===== src/design/dsu_pkg.sv =====
`timescale 1ns / 1ps

package dsu_pkg;

    localparam int NUM_ELEMENTS = 1024;
    localparam int IDX_W        = $clog2(NUM_ELEMENTS);
    localparam int LINK_W       = IDX_W + 1;

    typedef logic [IDX_W-1:0]         t_idx;
    typedef logic signed [LINK_W-1:0] t_link;

    localparam logic OP_MERGE = 1'b0;
    localparam logic OP_QUERY = 1'b1;

    // how the current node pointer moves
    typedef enum logic [1:0] {
        CUR_HOLD,
        CUR_A,
        CUR_B,
        CUR_PARENT
    } t_cur_sel;

    // table port operation for this cycle
    typedef enum logic [2:0] {
        MEM_IDLE,
        MEM_READ,
        MEM_CLEAR,
        MEM_COMPRESS,
        MEM_MRG_SIZE,
        MEM_MRG_LINK
    } t_mem_op;

    typedef struct packed {
        logic     load;
        t_cur_sel cur_sel;
        logic     side;
        logic     root_we;
        logic     clr_step;
        t_mem_op  mem_op;
        logic     out_load;
    } t_dsu_cmd;

    typedef struct packed {
        logic in_range;
        logic is_query;
        logic rd_neg;
        logic cur_is_root;
        logic same_root;
        logic clr_last;
        logic out_free;
    } t_dsu_status;

endpackage


===== src/design/dsu_controller.sv =====
`timescale 1ns / 1ps

module dsu_controller (
    input  logic                  i_clk,
    input  logic                  i_rst_n,
    input  logic                  i_in_valid,
    output logic                  o_in_ready,
    input  dsu_pkg::t_dsu_status  i_status,
    output dsu_pkg::t_dsu_cmd     o_cmd
);
    import dsu_pkg::*;

    typedef enum logic [3:0] {
        S_CLEAR,
        S_IDLE,
        S_WALK_RD,
        S_WALK_CHK,
        S_CMP_RD,
        S_CMP_CHK,
        S_MRG_SIZE,
        S_MRG_LINK,
        S_RESULT
    } t_state;

    t_state r_state, n_state;
    logic   r_side, n_side;
    logic   w_path_done;

    always_comb begin
        n_state        = r_state;
        n_side         = r_side;
        w_path_done    = 1'b0;
        o_in_ready     = 1'b0;
        o_cmd.load     = 1'b0;
        o_cmd.cur_sel  = CUR_HOLD;
        o_cmd.side     = r_side;
        o_cmd.root_we  = 1'b0;
        o_cmd.clr_step = 1'b0;
        o_cmd.mem_op   = MEM_IDLE;
        o_cmd.out_load = 1'b0;

        unique case (r_state)
            S_CLEAR: begin
                o_cmd.mem_op   = MEM_CLEAR;
                o_cmd.clr_step = 1'b1;
                if (i_status.clr_last) begin
                    n_state = S_IDLE;
                end
            end
            S_IDLE: begin
                o_in_ready = 1'b1;
                if (i_in_valid) begin
                    o_cmd.load = 1'b1;
                    n_side     = 1'b0;
                    n_state    = S_WALK_RD;
                end
            end
            S_WALK_RD: begin
                if (!i_status.in_range) begin
                    n_state = i_status.is_query ? S_RESULT : S_IDLE;
                end else begin
                    o_cmd.mem_op = MEM_READ;
                    n_state      = S_WALK_CHK;
                end
            end
            S_WALK_CHK: begin
                if (i_status.rd_neg) begin
                    o_cmd.root_we = 1'b1;
                    o_cmd.cur_sel = r_side ? CUR_B : CUR_A;
                    n_state       = S_CMP_RD;
                end else begin
                    o_cmd.cur_sel = CUR_PARENT;
                    n_state       = S_WALK_RD;
                end
            end
            S_CMP_RD: begin
                if (i_status.cur_is_root) begin
                    w_path_done = 1'b1;
                end else begin
                    o_cmd.mem_op = MEM_READ;
                    n_state      = S_CMP_CHK;
                end
            end
            S_CMP_CHK: begin
                if (i_status.rd_neg) begin
                    w_path_done = 1'b1;
                end else begin
                    o_cmd.mem_op  = MEM_COMPRESS;
                    o_cmd.cur_sel = CUR_PARENT;
                    n_state       = S_CMP_RD;
                end
            end
            S_MRG_SIZE: begin
                o_cmd.mem_op = MEM_MRG_SIZE;
                n_state      = S_MRG_LINK;
            end
            S_MRG_LINK: begin
                o_cmd.mem_op = MEM_MRG_LINK;
                n_state      = S_IDLE;
            end
            S_RESULT: begin
                if (i_status.out_free) begin
                    o_cmd.out_load = 1'b1;
                    n_state        = S_IDLE;
                end
            end
            default: begin
                n_state = S_IDLE;
            end
        endcase

        if (w_path_done) begin
            if (!r_side) begin
                n_side        = 1'b1;
                o_cmd.cur_sel = CUR_B;
                n_state       = S_WALK_RD;
            end else if (i_status.is_query) begin
                n_state = S_RESULT;
            end else if (i_status.same_root) begin
                n_state = S_IDLE;
            end else begin
                n_state = S_MRG_SIZE;
            end
        end
    end

    always_ff @(posedge i_clk) begin
        if (!i_rst_n) begin
            r_state <= S_CLEAR;
            r_side  <= 1'b0;
        end else begin
            r_state <= n_state;
            r_side  <= n_side;
        end
    end

endmodule


===== config.mk =====
export PLATFORM = sky130hd
export DESIGN_NAME = dsu_controller
export DESIGN_NICKNAME = d
export VERILOG_FILES = /design/src/design/dsu_pkg.sv /design/src/design/dsu_controller.sv
export SDC_FILE = /design/constraint.sdc
export NUM_CORES = 1
export LEC_CHECK = 0
export BUFFER_PORTS_ARGS = -buffer_cell sky130_fd_sc_hd__buf_2
export CAP_MARGIN = 20
export CORE_AREA = 4 4 41 43
export DETAILED_ROUTE_END_ITERATION = 12
export DIE_AREA = 0 0 45 47
export MAX_ROUTING_LAYER = met4
export PLACE_DENSITY_LB_ADDON = 0.3
export SYNTH_ARGS = -nofsm -noshare
export SYNTH_HDL_FRONTEND = slang
export SYNTH_SLANG_ARGS = --single-unit
export TNS_END_PERCENT = 20

===== constraint.sdc =====
create_clock -name i_clk -period 2.45 [get_ports i_clk]
set_input_delay 0.245 -clock i_clk [delete_from_list [all_inputs] [get_ports i_clk]]
set_output_delay 0.245 -clock i_clk [all_outputs]
set_load 0.02 [all_outputs]

[Word level (Yosys, flattened, before mapping)]
Index checks and enable logic that the tools add are counted.
Word-level totals
  output and inout port bits: 11
  bits in registers: 5
  ROM bits: 0
  bits of input ports: 10
  memories: 0
  latch bits: 0
  logic and storage cells: 54
  memory bits (writable): 0
Operators by class
  multiply operators: 0
  bitwise gates (word level): 0
  $lt $le $gt $ge: 0
  div/mod/pow operators: 0
  equal/unequal tests: 13
  reduce and logical (&&, ||, !) cells: 2
  add/sub/neg operators: 0
  multiplexer cells: 37
  shift operators: 0
Operators by type and width (count)
  two-way mux 4 bit: 10
  case mux 4 bit (8 select lines): 1
  case mux 3 bit (6 select lines): 1
  equality test 4 x 3 -> 1 bit, second input constant: 4
  two-way mux 1 bit: 15
  inequality test 3 bit, second input constant: 5
  two-way mux 2 bit: 6
  equality test 4 x 2 -> 1 bit, second input constant: 2
  two-way mux 3 bit: 2
  AND reduction 5 bit: 1
  equality test 4 x 1 -> 1 bit, second input constant: 1
  equality test 4 bit, second input constant: 1
  logical NOT 4 bit: 1
  case mux 2 bit (2 select lines): 1
  case mux 1 bit (2 select lines): 1

[Longest topological paths before layout]
Gate-level depths: netlist (run 1).
  word-level depth: 5
  depth in mapped cells: 5
  mapped depth without buffers: 4

[Least setup slack after synthesis (run 1)]
No wires, ideal clock.
  kind: flip-flop to flip-flop
  from: register r_state[1]
  to: register r_side
  path buffers: 1
  clock period less this slack: 1.753 ns
  path slack: 0.697 ns
  arrival: 1.636 ns
  setup time: 0.116 ns
  data required time: 2.334 ns
  stages on the path, launching flop included: 5
  cell sequence: dfxtp_1 -> clkbuf_1 -> nor4b_1 -> nand2_1 -> o211a_1
On the way
  word-level cells in the longest chain between the ends: 4
  elaborated cells between the ends (all ways): 7
  classes of those cells: eq/ne (3); mux (4)
RTL lines
  from (decl): RTL line dsu_controller.sv:25  | t_state r_state, n_state;
  from (signal assigned): RTL line dsu_controller.sv:132  | r_state <= n_state;
  equality test 4 x 1 -> 1 bit: RTL line dsu_controller.sv:42  | unique case (r_state)
  two-way mux 1 bit: RTL line dsu_controller.sv:42
  two-way mux 1 bit: RTL line dsu_controller.sv:113  | if (!r_side) begin
  two-way mux 1 bit *: RTL line dsu_controller.sv:112  | if (w_path_done) begin
  to (signal assigned): RTL line dsu_controller.sv:133  | r_side <= n_side;
  to (decl): RTL line dsu_controller.sv:26  | logic r_side, n_side;
Every way passes the cells marked *; elsewhere a longest branch is shown, timed or not.
A chain may end at the register's enable or synchronous reset.

==> flow_metrics.py, run 1 <==
metrics = {
    "placed_design": {
        "io_buffers": 20,
        "gp_congestion": 0.820,
        "dp_cells": 104,
        "hpwl_um": 989,
    },
    "worst_setup_path": {
        "cp_data_arrival_time_ns": 1.81,
        "crit_path_max_fanout": 15,
        "r2r_end": "r_state[1]",
        "timing.critical_path.required_ns": 2.20,
        "crit_top_cell": "nor2b_1",
        "path_cells": "nor2b_1 > nor2b_1 > nand2_1 > a21oi_1 > buf_2",
        "critical_path.max_stage_delay_ns": 0.57,
        "worstRegToRegCells": 4,
        "cp-start-kind": "flip-flop",
        "cp_slowest_cell": "dfxtp_1",
        "cp-endpoint": "o_cmd[1]",
        "end_kind": "output port",
        "r2r_slack_ns": 0.77,
        "r2r_start": "r_state[0]",
        "worstSetupStartpoint": "r_state[1]",
        "path_class": "reg -> out",
    },
    "global_routing": {
        "antenna_found_initial": 0,
        "grt_pass1_wl_mm": 2.15,
        "grt_max_degree": 17,
        "grt_pass1_vias": 496,
        "overflow": 0,
        "track_usage_pct": 14.7,
    },
    "pwr": {
        "irDropWorstVdd_v": 0.000347,
        "p_leak_uw": 0.000287,
        "p_per_area_nw_per_um2": 608,
    },
    "drt": {
        "vias_per_cell": 5.41,
        "drcViolationCount": 0,
        "ant_nets": 0,
        "vias": 584,
        "dr.pass1.iters": 4,
        "wl_per_cell_um": 12.0,
        "drt_iter0_markers": 12,
        "drt-total-wl_mm": 1.29,
    },
    "floorplan": {
        "io_pins": 21,
        "die_h_um": 47,
        "dieWidth_um": 45,
        "die_area_um2": 2120,
        "core-area_um2": 1300,
        "row_count": 13,
        "start_util_pct": 39.4,
    },
    "sta": {
        "slew_headroom_pct": 67.8,
        "setup_violations": 0,
        "min_period_ns": 2.06,
        "rsz0062_at_grt": "false",
        "tns_ns": 0,
        "finClkSkew_ns": 0.00488,
        "timing.fmax_mhz": 486,
        "hold_viol": 0,
        "worst_pin_slew_ns": 0.483,
        "post-route-period-util_pct": 84.0,
        "slew_viol_final": 0,
    },
    "cells_and_area": {
        "antenna_cells": 0,
        "drive_gt1_share_pct": 28.0,
        "synthToLayoutAreaGrowth_pct": 22.2,
        "fin_nets": 104,
        "stdcell_count": 108,
    },
    "yosys": {
        "synth_top_area_share_pct": 19.5,
        "seq_area_frac_synth_pct": 19.5,
        "netlist_area_um2": 513,
        "ys.warnings.count": 0,
        "syn_area_per_cell_um2": 6.75,
        "syn_inst": 76,
        "yosysTopAreaCell": "dfxtp_1",
        "synth.area.top_cells": "dfxtp_1, a21oi_1, nor2_1",
        "ys_ff_latch": 5,
        "ys_types": 34,
        "synthesis.nets": 86,
    },
    "clocking": {
        "cts_buffer_depth": 2,
        "path_clk_slew_ns": 0.04,
        "cts_tree": "done",
        "htree_num_levels": 1,
        "root_buffer": "clkbuf_4",
        "cts_buffers": 3,
        "ctsHoldBuffers": 0,
        "post_cts_buffers": 0,
        "ctsResizeCount": 0,
        "clk_latency_ns": 0.25,
        "cts_sinks": 5,
    },
    "worst_hold_path": {
        "worstHoldPathType": "in -> reg",
    },
    "outcome": {
        "outcome": "finished, final reports clean",
    },
    "flow_run": {
        "cap_violations": 0,
    },
}
cell usage after synthesis:
library cell  count
nor2_1           10
nor3b_1           2
a21oi_1           9
o21ai_0           2
buf_4             1
o211a_1           1
o21a_1            2
inv_1             2
or3b_2            1
a2bb2oi_1         1
o221ai_1          1
nor2b_1           2
a31o_2            1
or3_1             1
nand3b_1          1
nand3_1           1
nor3_1            2
a211o_1           1
nor4b_1           1
and3b_1           1
o22ai_1           1
clkbuf_1          5
a41oi_1           1
mux2_1            1
or4b_1            1
mux2i_1           1
nand3_2           1
a32oi_1           1
buf_2             1
nand2_1           9
dfxtp_1           5
o211ai_1          2
nand2b_1          3
and3_1            1
state kept, by name (all words and copies together), names as in the netlist:
| register | cells |
|---|---|
| r_state | 4 |
| r_side | 1 |
layout by cell type, fill, tap and decap left out, types with 3 or more instances in the layout:
master,Yosys,layout
a21oi_1,9,9
buf_2,1,20
clkbuf_4,0,3
dfxtp_1,5,5
nand2_1,9,9
nand2b_1,3,3
nor2_1,10,10
routing by layer:
| metal | vias up | global-route usage [%] | part of all wire, % |
|---|---|---|---|
| li1 | 310 | - | - |
| met1 | 255 | 18.0 | 46 |
| met2 | 17 | 21.8 | 46 |
| met3 | 2 | 2.30 | 6.3 |
| met4 | 0 | 10.5 | 2.2 |
| met5 | - | - | 0 |
stage by stage:
step           worst slack [ns]  cell area, um^2  power, uW  hold slack [ns]  util, %
6_report                  0.392              627        381            0.250     48.2
3_5_place_dp              0.669              601        286            0.509     46.2
2_1_floorplan             0.697              513        240            0.361        -
3_3_place_gp              0.661              601        285            0.501     46.2
5_1_grt                   0.224              627        413            0.255     48.2
4_1_cts                   0.385              627        387            0.242     48.2
worst min path at each step:
stage,end,slack (ns),startpoint,cells past startpoint
6_report,r_state[3],0.25,i_rst_n,3
5_1_grt,r_state[3],0.25,i_rst_n,3
4_1_cts,r_state[3],0.24,i_rst_n,3
3_5_place_dp,r_state[3],0.51,i_rst_n,3
3_3_place_gp,r_state[3],0.50,i_rst_n,3
2_1_floorplan,r_state[3],0.36,i_rst_n,2
where the power goes:
group	switching, uW	total [uW]	internal (uW)
clock	35.3	96.9	61.7
sequential	29.0	119	90.4
combinational	93.9	165	70.7
total	158	381	223
logic make-up after synthesis:
| group | count (synthesis) | synth area share [%] |
|---|---|---|
| compound gates | 23 | 30.0 |
| buf+inv | 9 | 7.56 |
| flops | 5 | 19.5 |
| mux | 2 | 4.15 |
| simple gates | 37 | 38.8 |
worst max-delay path: cells and delay by family, from the launching register on:
kind,cells,cell delay [ns]
AO/OA/AOI/OAI,1,0.14
buffers and inverters,1,0.18
flip-flops,1,0.57
AND/OR/NAND/NOR,3,0.68
layout make-up:
cell class	count	area (um^2)
fill	146	674
inverter	2	7.51
timing repair buffer	20	100
multi-input combinational	62	374
tap	15	18.8
clock buffer	4	26.3
sequential	5	100
Power figures use the tool's default switching activity.
==> run 2: changes to the inputs <==
- clock period: 2.45 -> 2.1 ns (I/O delays scaled with it)
==> run 2 against run 1 <==
Effect of this change: clock skew down 0.0036 ns; first-iteration DRC count up 110%; clock power up 12%; clock-buffer cell count unchanged; critical path depth down 1; register-to-register slack worse by 0.35 ns; core utilization up 0.96 points; highest routed layer is now met3; combinational power up 18%; sequential power up 19%.
==> flow_metrics.py, run 2 (synthesis results as in run 1) <==
metrics = {
    "worst_hold_path": {
        "whs_endpoint": "r_state[3]",
        "worstHoldPathType": "in -> reg",
        "hold_start": "i_rst_n",
        "hold_depth": 3,
    },
    "cells_and_area": {
        "layout_common_cells": "buf_2, nor2_1, nand2_1, a21oi_1",
        "largest_register_ffs": 4,
        "antenna_cells": 0,
        "drive_gt1_share_pct": 31.9,
        "nFillCells": 142,
        "top_regs": "r_state x4, r_side x1",
        "finalCoreUtilization_pct": 49.1,
        "fin_nets": 105,
        "final_common_cell": "buf_2",
        "stdcell_count": 109,
        "top_register": "r_state",
        "synthToLayoutAreaGrowth_pct": 24.6,
    },
    "drt": {
        "drt_iter0_markers": 25,
        "wl_per_cell_um": 12.6,
        "drt-total-wl_mm": 1.38,
        "vias_per_cell": 5.43,
        "vias": 592,
        "dr.pass1.iters": 4,
        "ant_nets": 0,
        "drcViolationCount": 0,
    },
    "sta": {
        "min_period_ns": 1.89,
        "slew_viol_final": 0,
        "hold_viol": 0,
        "tns_ns": 0,
        "timing.fmax_mhz": 529,
        "worst_pin_slew_ns": 0.534,
        "rsz0062_at_grt": "false",
        "finClkSkew_ns": 0.00129,
        "post-route-period-util_pct": 90.0,
        "setup_violations": 0,
        "holdWs_ns": 0.226,
        "slew_headroom_pct": 64.4,
    },
    "clocking": {
        "root_buffer": "clkbuf_4",
        "cts_buffers": 3,
        "cts_tree": "done",
        "cts_sinks": 5,
        "htree_num_levels": 1,
        "cts_buffer_depth": 2,
        "path_clk_slew_ns": 0.04,
        "clk_latency_ns": 0.24,
    },
    "worst_setup_path": {
        "r2r_slack_ns": 0.42,
        "path_class": "reg -> out",
        "end_kind": "output port",
        "worstRegToRegCells": 4,
        "r2r_start": "r_state[2]",
        "timing.critical_path.required_ns": 1.89,
        "cp_data_arrival_time_ns": 1.68,
        "cp-start-kind": "flip-flop",
        "crit_path_max_fanout": 16,
        "r2r_end": "r_state[1]",
    },
    "global_routing": {
        "antenna_found_initial": 0,
        "grt_pass1_wl_mm": 2.24,
        "track_usage_pct": 14.8,
        "grt_max_degree": 17,
        "grt_pass1_vias": 543,
        "overflow": 0,
    },
    "floorplan": {
        "row_count": 13,
        "die_h_um": 47,
        "die_area_um2": 2120,
        "io_pins": 21,
        "start_util_pct": 39.4,
        "core-area_um2": 1300,
        "dieWidth_um": 45,
    },
    "placed_design": {
        "dp_cells": 105,
        "gp_congestion": 0.820,
        "io_buffers": 20,
        "hpwl_mm": 1.04,
    },
    "pwr": {
        "p_leak_uw": 0.000293,
        "irDropWorstVdd_v": 0.000406,
        "p_per_area_nw_per_um2": 696,
    },
    "outcome": {
        "outcome": "finished, final reports clean",
    },
    "flow_run": {
        "cap_violations": 0,
    },
}
## run 2: cell types whose count changed in the layout (fill, tap and decap cells not counted)
cell,delta
nor2b_2,+1
dfxtp_2,+2
nor2b_1,-1
dfxtp_1,-2
buf_4,+1
## run 2: worst max-delay path by stage
stage                    start       end  slack [ns]  depth (start not counted)
floorplan           r_state[1]    r_side        0.35                          4
detailed placement  r_state[1]  o_cmd[1]        0.37                          5
global placement    r_state[1]  o_cmd[1]        0.34                          5
CTS                 r_state[1]  o_cmd[1]         0.1                          5
finish              r_state[2]  o_cmd[8]        0.21                          4
global route        r_state[2]  o_cmd[8]        0.05                          4
## run 2: worst max-delay path, cell delays in order, from the launching register on
cell	delay [ns]
dfxtp_1	0.65
nor3b_1	0.39
a21oi_1	0.07
o22ai_1	0.15
buf_2	0.19
## run 2: area by class of cell
class	instances	area (um^2)	area share, %
Multi-Input combinational cell	62	377	58.9
Clock buffer	4	26.3	4.11
Sequential cell	5	103	16.0
Timing Repair Buffer	21	108	16.8
Tap cell	15	18.8	2.94
Inverter	2	7.51	1.17
## run 2: per-stage QoR
step | area (um^2) | setup slack, ns | total power [uW]
after detailed placement | 608 | 0.367 | 335
after global placement | 608 | 0.342 | 334
after floorplan | 513 | 0.347 | 280
final | 639 | 0.211 | 445
after global routing | 639 | 0.0484 | 481
after CTS | 634 | 0.0961 | 448
## run 2: power breakdown
part / total (uW) / leakage [uW] / switching [uW] / internal (uW)
Clock: 109 / 0.0000150 / 37.0 / 71.7
Combinational: 195 / 0.000236 / 111 / 83.6
Sequential: 142 / 0.0000415 / 34.9 / 107
Total: 445 / 0.000293 / 183 / 262
## run 2: what timing repair did
item / CTS / global route
gates resized for setup: 0 / 3
setup endpoints to repair: 0 / 2
hold buffers: 0 / 0
setup buffers: 0 / 0
## run 2: layer usage
metal | track usage (%) | part of all wire, % | up-vias
met5 | - | 0 | -
met4 | 5.26 | 0 | 0
met3 | 1.15 | 7.1 | 0
met2 | 24.9 | 47 | 19
met1 | 18.5 | 46 | 261
li1 | - | - | 312
==> run 3: changes to the inputs <==
- clock period: 2.1 -> 2.4 ns (I/O delays scaled with it)
==> run 3 against run 2 <==
Effect of this change: die area unchanged; sequential power down 14%; setup slack improved by 0.13 ns; clock power fell by 8%; core utilization is 0.96 points lower; register-to-register slack better by 0.29 ns; design area down 2.0%; sequential share of layout area fell by 0.079 points; routed wire length fell by 1.2%; via count grew 2.2%; non-clock buffer count fell by 1; power down 12%.
==> flow_metrics.py, run 3 (synthesis results as in run 1) <==
metrics = {
    "drt": {
        "drt_iter0_markers": 13,
        "dr.max_layer_used": "met4",
        "drcViolationCount": 0,
        "wl_met2_um": 614,
        "wl_met1_um": 632,
        "dr.pass1.iters": 4,
        "drt-total-wl_mm": 1.36,
        "wl_per_cell_um": 12.6,
        "ant_nets": 0,
        "vias": 605,
        "wl_met3_um": 82,
        "vias_per_cell": 5.60,
    },
    "pwr": {
        "irDropWorstVdd_v": 0.000378,
        "p_leak_uw": 0.000287,
        "p_per_area_nw_per_um2": 624,
        "power_uw": 391,
    },
    "cells_and_area": {
        "finalCoreUtilization_pct": 48.2,
        "final_common_cell": "buf_2",
        "top_regs": "r_state x4, r_side x1",
        "top_register": "r_state",
        "fin_area_um2": 627,
        "fin_nets": 104,
        "nFillCells": 145,
        "antenna_cells": 0,
        "largest_register_ffs": 4,
        "layout_common_cells": "buf_2, nor2_1, nand2_1, a21oi_1, dfxtp_1",
        "drive_gt1_share_pct": 28.0,
        "stdcell_count": 108,
        "multi_input_area_um2": 374,
        "synthToLayoutAreaGrowth_pct": 22.2,
        "seq_area_um2": 100,
    },
    "global_routing": {
        "overflow": 0,
        "grt_pass1_wl_mm": 2.22,
        "grt_pass1_vias": 523,
        "track_usage_pct": 15.0,
        "antenna_found_initial": 0,
        "grt_max_degree": 17,
    },
    "sta": {
        "setup_violations": 0,
        "slew_headroom_pct": 67.9,
        "timing.fmax_mhz": 484,
        "min_period_ns": 2.06,
        "finClkSkew_ns": 0.00692,
        "rsz0062_at_grt": "false",
        "worst_pin_slew_ns": 0.481,
        "tns_ns": 0,
        "slew_viol_final": 0,
        "post-route-period-util_pct": 86.0,
        "hold_viol": 0,
    },
    "worst_setup_path": {
        "path_class": "reg -> out",
        "critical_path.max_stage_delay_ns": 0.58,
        "timing.critical_path.required_ns": 2.16,
        "path_cells": "nor2b_1 > nor2b_1 > nand2_1 > a21oi_1 > buf_2",
        "cp-start-kind": "flip-flop",
        "path_buf_inv": 1,
        "cp_slowest_cell": "dfxtp_1",
        "cp_top_family": "simple AND/OR/NAND/NOR gates",
        "crit_path_max_fanout": 15,
        "cp_data_arrival_time_ns": 1.82,
        "end_kind": "output port",
        "crit_top_cell": "nor2b_1",
    },
    "clocking": {
        "ctsResizeCount": 0,
        "root_buffer": "clkbuf_4",
        "cts_buffers": 3,
        "cts_buffer_depth": 2,
        "cts_tree": "done",
        "clk_latency_ns": 0.25,
        "post_cts_buffers": 0,
        "cts_sinks": 5,
        "ctsHoldBuffers": 0,
        "path_clk_slew_ns": 0.05,
        "htree_num_levels": 1,
    },
    "floorplan": {
        "core-area_um2": 1300,
        "row_count": 13,
        "die_area_um2": 2120,
        "start_util_pct": 39.4,
        "dieWidth_um": 45,
        "io_pins": 21,
        "die_h_um": 47,
    },
    "placed_design": {
        "dp_cells": 104,
        "io_buffers": 20,
        "gp_congestion": 0.817,
        "hpwl_mm": 1.02,
        "place_area_um2": 601,
    },
    "outcome": {
        "outcome": "finished, final reports clean",
    },
    "flow_run": {
        "cap_violations": 0,
    },
    "worst_hold_path": {
        "worstHoldPathType": "in -> reg",
    },
}
## run 3: changes by cell type in the layout (fill, tap and decap cells not counted), sizes merged
cell	previous run	this run
buf	21	20
## run 3: power by group
| part | switching, uW | total, uW | internal (uW) |
|---|---|---|---|
| registers | 30.0 | 122 | 92.2 |
| clock network | 37.1 | 100 | 63.0 |
| logic | 96.3 | 169 | 72.2 |
## run 3: metal layers
metal / global-route usage, % / vias up
met5: - / -
met4: 10.5 / 0
met3: 1.15 / 2
met2: 22.6 / 19
met1: 18.9 / 271
li1: - / 313
## run 3: path summary, 6_finish.rpt
kind / startpoint / endpoint / slack, ns / cells past startpoint
worst max-delay path: r_state[1] / o_cmd[1] / 0.34 / 5
worst min-delay path: i_rst_n / r_state[3] / 0.25 / 3
worst max register to register: r_state[0] / r_state[1] / 0.71 / 4
worst min register to register: r_side / r_side / 0.63 / 2
## run 3: area by class of cell
class | instances | area share [%]
inverter | 2 | 1.20
clock buffer | 4 | 4.19
timing repair buffer | 20 | 16.0
multi-input combinational | 62 | 59.7
tap | 15 | 2.99
sequential | 5 | 16.0
## run 3: worst register-to-register path: stages, from the launching register on
cell and delay [ns]:
dfxtp_1 0.44, or3_1 0.48, or3b_2 0.47, nand3_1 0.13, nor2_1 0.06
## run 3: through the flow
step | setup slack [ns] | hold WS (ns)
6_report | 0.336 | 0.249
5_1_grt | 0.158 | 0.261
4_1_cts | 0.320 | 0.241
3_5_place_dp | 0.604 | 0.509
3_3_place_gp | 0.616 | 0.496
2_1_floorplan | 0.647 | 0.356
